**src/hdl/open_address_hash_table_core_defines.svh**
```systemverilog
// Assertion macros shared by the hash table core modules.
// Included by the controller and the datapath; depends on nothing else.
`ifndef OPEN_ADDRESS_HASH_TABLE_CORE_DEFINES_SVH
`define OPEN_ADDRESS_HASH_TABLE_CORE_DEFINES_SVH
`ifndef SYNTH
`define OAHT_ASSERT(lbl, clk, rst, prop) \
   lbl: assert property (@(posedge clk) disable iff (rst) prop) \
      else $error("hash table core assertion failed");
`define OAHT_ASSERT_IMPL(lbl, clk, rst, ante, cons) \
   lbl: assert property (@(posedge clk) disable iff (rst) (ante) |-> (cons)) \
      else $error("hash table core implication failed");
`else
`define OAHT_ASSERT(lbl, clk, rst, prop)
`define OAHT_ASSERT_IMPL(lbl, clk, rst, ante, cons)
`endif
`endif

```
**src/hdl/oaht_pkg.sv**
```systemverilog
// Shared types and constants of the hash table core.
// Used by oaht_ctrl, oaht_dp and open_address_hash_table_core; no dependencies.
package oaht_pkg;

   localparam int unsigned SLOTS_DEFAULT = 64;
   localparam int unsigned CMD_W = 2;
   localparam int unsigned KEY_W = 32;
   localparam int unsigned HASH_W = 32;
   localparam int unsigned VAL_W = 64;
   localparam int unsigned MAX_W = 6;
   localparam int unsigned USED_W = 7;
   localparam logic [MAX_W-1:0] MAX_ENTRIES_RESET = 6'd48;

   localparam logic [CMD_W-1:0] CMD_GET = 2'd0;
   localparam logic [CMD_W-1:0] CMD_SET = 2'd1;
   localparam logic [CMD_W-1:0] CMD_DEL = 2'd2;

   localparam logic [1:0] ST_EMPTY = 2'd0;
   localparam logic [1:0] ST_LIVE = 2'd1;
   localparam logic [1:0] ST_TOMB = 2'd2;

   typedef struct packed {
      logic load;
      logic red_step;
      logic advance;
      logic eval;
      logic clear_step;
      logic commit;
   } oaht_cmd_type;

   typedef struct packed {
      logic red_done;
      logic clear_last;
      logic stop;
   } oaht_sts_type;

endpackage

```
**src/hdl/oaht_ctrl.sv**
```systemverilog
// Controller state machine of the hash table core: clearing pass, probe sequencing
// and the response valid flag. Depends on oaht_pkg and the defines header.
`include "open_address_hash_table_core_defines.svh"

module oaht_ctrl (
   input  logic                   clock,
   input  logic                   reset,
   input  logic                   req_valid,
   output logic                   req_ready,
   output logic                   rsp_valid,
   input  logic                   rsp_ready,
   input  oaht_pkg::oaht_sts_type sts,
   output oaht_pkg::oaht_cmd_type cmd
);

   typedef enum logic [2:0] {
      CLEAR,
      IDLE,
      HASH,
      PROBE,
      COMMIT
   } state_type;

   state_type state_ff, state_in;
   logic rsp_valid_ff, rsp_valid_in;
   logic out_free;

   assign out_free = !rsp_valid_ff || rsp_ready;
   assign req_ready = (state_ff == IDLE);
   assign rsp_valid = rsp_valid_ff;

   always_comb begin
      state_in = state_ff;
      rsp_valid_in = rsp_valid_ff && !rsp_ready;
      cmd = '0;
      unique case (state_ff)
         CLEAR: begin
            cmd.clear_step = 1'b1;
            if (sts.clear_last) begin
               state_in = IDLE;
            end
         end
         IDLE: begin
            if (req_valid) begin
               cmd.load = 1'b1;
               state_in = HASH;
            end
         end
         HASH: begin
            if (sts.red_done) begin
               cmd.advance = 1'b1;
               state_in = PROBE;
            end else begin
               cmd.red_step = 1'b1;
            end
         end
         PROBE: begin
            cmd.eval = 1'b1;
            if (sts.stop) begin
               state_in = COMMIT;
            end else begin
               cmd.advance = 1'b1;
            end
         end
         COMMIT: begin
            if (out_free) begin
               cmd.commit = 1'b1;
               rsp_valid_in = 1'b1;
               state_in = IDLE;
            end
         end
         default: begin
            state_in = CLEAR;
         end
      endcase
   end

   always_ff @(posedge clock) begin
      if (reset) begin
         state_ff <= CLEAR;
         rsp_valid_ff <= 1'b0;
      end else begin
         state_ff <= state_in;
         rsp_valid_ff <= rsp_valid_in;
      end
   end

   `OAHT_ASSERT_IMPL(a_accept_to_hash, clock, reset, req_valid && req_ready, ##1 state_ff == HASH)
   `OAHT_ASSERT_IMPL(a_commit_out_free, clock, reset, cmd.commit, !rsp_valid_ff || rsp_ready)
   `OAHT_ASSERT_IMPL(a_no_accept_clear, clock, reset, state_ff == CLEAR, !req_ready)
   `OAHT_ASSERT(a_one_action, clock, reset, $onehot0({cmd.load, cmd.red_step, cmd.eval, cmd.clear_step, cmd.commit}))

endmodule

```
**config.mk**
```make
export PLATFORM = sky130hd
export DESIGN_NAME = oaht_ctrl
export DESIGN_NICKNAME = d
export VERILOG_FILES = /design/src/hdl/oaht_pkg.sv /design/src/hdl/oaht_ctrl.sv
export VERILOG_INCLUDE_DIRS = /design/src /design/src/hdl
export SDC_FILE = /design/constraint.sdc
export NUM_CORES = 1
export LEC_CHECK = 0
export ABC_AREA = 0
export BUFFER_PORTS_ARGS = -buffer_cell sky130_fd_sc_hd__buf_2
export CORE_AREA = 2 2 39 41
export DETAILED_ROUTE_END_ITERATION = 10
export DIE_AREA = 0 0 41 43
export PLACE_DENSITY = 0.52
export RECOVER_POWER = 50
export SETUP_SLACK_MARGIN = 0.05
export SYNTH_ARGS = -nofsm -noshare
export SYNTH_HDL_FRONTEND = slang
export SYNTH_SLANG_ARGS = --single-unit
```
**constraint.sdc**
```tcl
create_clock -name clock -period 1.7 [get_ports clock]
set_input_delay 0.425 -clock clock [delete_from_list [all_inputs] [get_ports clock]]
set_output_delay 0.425 -clock clock [all_outputs]
set_load 0.05 [all_outputs]
```
==> reports/results.tsv <==
metric	value	unit
Die Wd	41	um
WP data arrival	1.21	ns
Starting Density	20.89	%
hold path depth	2	
Crit Reg-Reg Endpoint	state_ff[0]	
grt ovf	0	
num rows	14	
clock sinks	4	
Hold Crit Endpoint	state_ff[2]	
fmax	610.0	MHz
vias in the first global route	248	
CP max stage cell	dfxtp_2	
detailed placement HPWL	512.6	um
Reg clk slew, reported paths	0.04	ns
final setup TNS	0	ns
ANT cells	0	
Final Hold Viols	0	
design area	459.2	um2
IO Pins	15	
R2R cell count	4	
PortBufs	14	
HP Start	reset	
routed len/inst	9.580	um
Pleak	0.1904	nW
area of the multi-input gates	224.0	um2
Area Growth Syn to Fin	58.87	%
GPL Wtd Cong	0.7267	
count of flip-flops with a built-in enable after synthesis	0	
status	complete, no violations	
crit end category	output port	
CTS buffer count	3	
Max-cap violations	0	
maximum root-to-sink buffer count	2	
Slew headroom	61.00	%
postcts setup bufs	0	
Initial DRC Count	3	
Yosys reg bits	4	
TritonCTS clock tree	yes	
Main synth FF type	dfxtp_1	
Die H	43	um
vias per cell	4.290	
worst endpoint required time	1.27	ns
Placed Cells	66	
PD cells	1368	mW/mm2
peak supply drop	0.0003517	V
first-pass GRT wire length	1014	um
crit-path max FO	12	
Synth top area share	27.71	%
worst clock skew	0.0008515	ns
DIE AREA	0.001763	mm2
most numerous cell in the Yosys netlist	nor2_1	
gate count of the mapped netlist	36	
sequential fraction of the synthesis area	27.71	%
DRC viols	0	
fraction of registers with async set/reset	0	%
Synth cell types	18	
Core ar.	0.001384	mm2
pin count of the biggest net entering global routing	13	
Area contributors post-synth	dfxtp_1, nand2b_1, nor2_1	
total power	628.3	uW
worst skew pair latency	0.23	ns
worst hold path type	in -> reg	
final layout net count	62	
vias	296	
Synth Area per Inst	8.029	um2
RSZ-0062 raised after global routing	yes	
Clock Tree Root	clkbuf_4	
final setup fails	0	
total routed wirelength	661	um
Hold Buf Count CTS	0	
CP Launch Type	flip-flop	
reg2reg setup slack	0.38	ns
Yosys Warn Count	0	
Final Core Density	33.18	%
top cells by count, synth	nor2_1, dfxtp_1, nand2b_1	
Reg area	88.84	um2
area of the mapped netlist	289.0	um2
Tot GR Track Use	8.844	%
Final Critical Period	1.639	ns
first-pass iteration count of the detailed router	2	
Synth area leader	dfxtp_1	
initial antenna violation count	0	
CP peak stage delay	0.38	ns
final period utilization	96.44	%
Final ANT Viol Nets	0	
fillers	154	
reg2reg start	state_ff[0]	
layout cells sized above 1	56.60	%
crit path cell chain	nor3b_4 -> nor2b_4 -> buf_8	
Slew @ Worst Pin	0.5875	ns
non-filler cells in the finished layout	69	
H-tree depth	1	
worst setup path category	reg -> out	
Placed Area	405.4	um2
syn_nets	43	
Slew Viols, Final	0	
## layer usage
layer,part of all wire (%),track usage (%),vias up
met5,0,0,-
met4,0,6.000,0
met3,4.7,4.712,0
met2,49,10.63,6
met1,46,11.61,131
li1,-,-,159
## critical path: cells and delay by family (launching register included)
family	cells	cell delay, ns
simple gates	2	0.46
buf+inv	1	0.15
flops	1	0.38
## logic make-up after synthesis
| group | Yosys count | synth area share (%) |
|---|---|---|
| flops | 4 | 27.71 |
| simple gates | 22 | 45.45 |
| buf+inv | 2 | 3.463 |
| mux | 1 | 3.463 |
| compound gates | 7 | 19.91 |
## placed cells by master, fill, tap and decap left out, types with 2 or more instances in the layout
cell	instances
buf_2	8
nor3_2	3
dfxtp_4	2
and2_1	2
nand2_1	2
clkbuf_1	2
clkbuf_4	4
nand2b_1	4
buf_4	3
nor2_1	6
## power breakdown
| group | leakage (nW) | switching, mW | internal [mW] |
|---|---|---|---|
| clock network | 0.0138 | 0.0332 | 0.0786 |
| registers | 0.0344 | 0.0515 | 0.116 |
| logic | 0.142 | 0.224 | 0.126 |
## metrics by stage
stage	hold WS [ns]	worst slack, ns
final	0.4128	0.06060
after global routing	0.4212	0.0003579
after CTS	0.4146	0.01518
after detailed placement	0.6561	0.09891
after global placement	0.6597	0.1391
after floorplan	0.4974	0.05238
## how the worst max path moves through the flow
stage           startpoint     end  slack (ns)  depth (start not counted)
3_3_place_gp   state_ff[0]  cmd[5]        0.14                          3
3_5_place_dp   state_ff[2]  cmd[0]         0.1                          3
2_1_floorplan  state_ff[1]  cmd[4]        0.05                          3
6_report       state_ff[0]  cmd[0]        0.06                          3
5_1_grt        state_ff[2]  cmd[0]      0.0004                          3
4_1_cts        state_ff[2]  cmd[0]        0.02                          3
## timing repair
action | CTS | global route
endpoints found under the setup margin | 7 | 5
gates resized for setup | 4 | 13
pin swaps | 0 | 0
## flip-flops by register name (all words and copies together) (netlist names)
name       cells
rsp_valid      1
state_ff       3
## area by class of cell
| cell class | count | area share (%) |
|---|---|---|
| Multi-Input combinational cell | 30 | 48.77 |
| Timing Repair Buffer | 16 | 22.62 |
| Sequential cell | 4 | 19.35 |
| Tap cell | 16 | 4.360 |
| Clock buffer | 3 | 4.905 |
No activity file was read; power rests on OpenSTA's default activity.
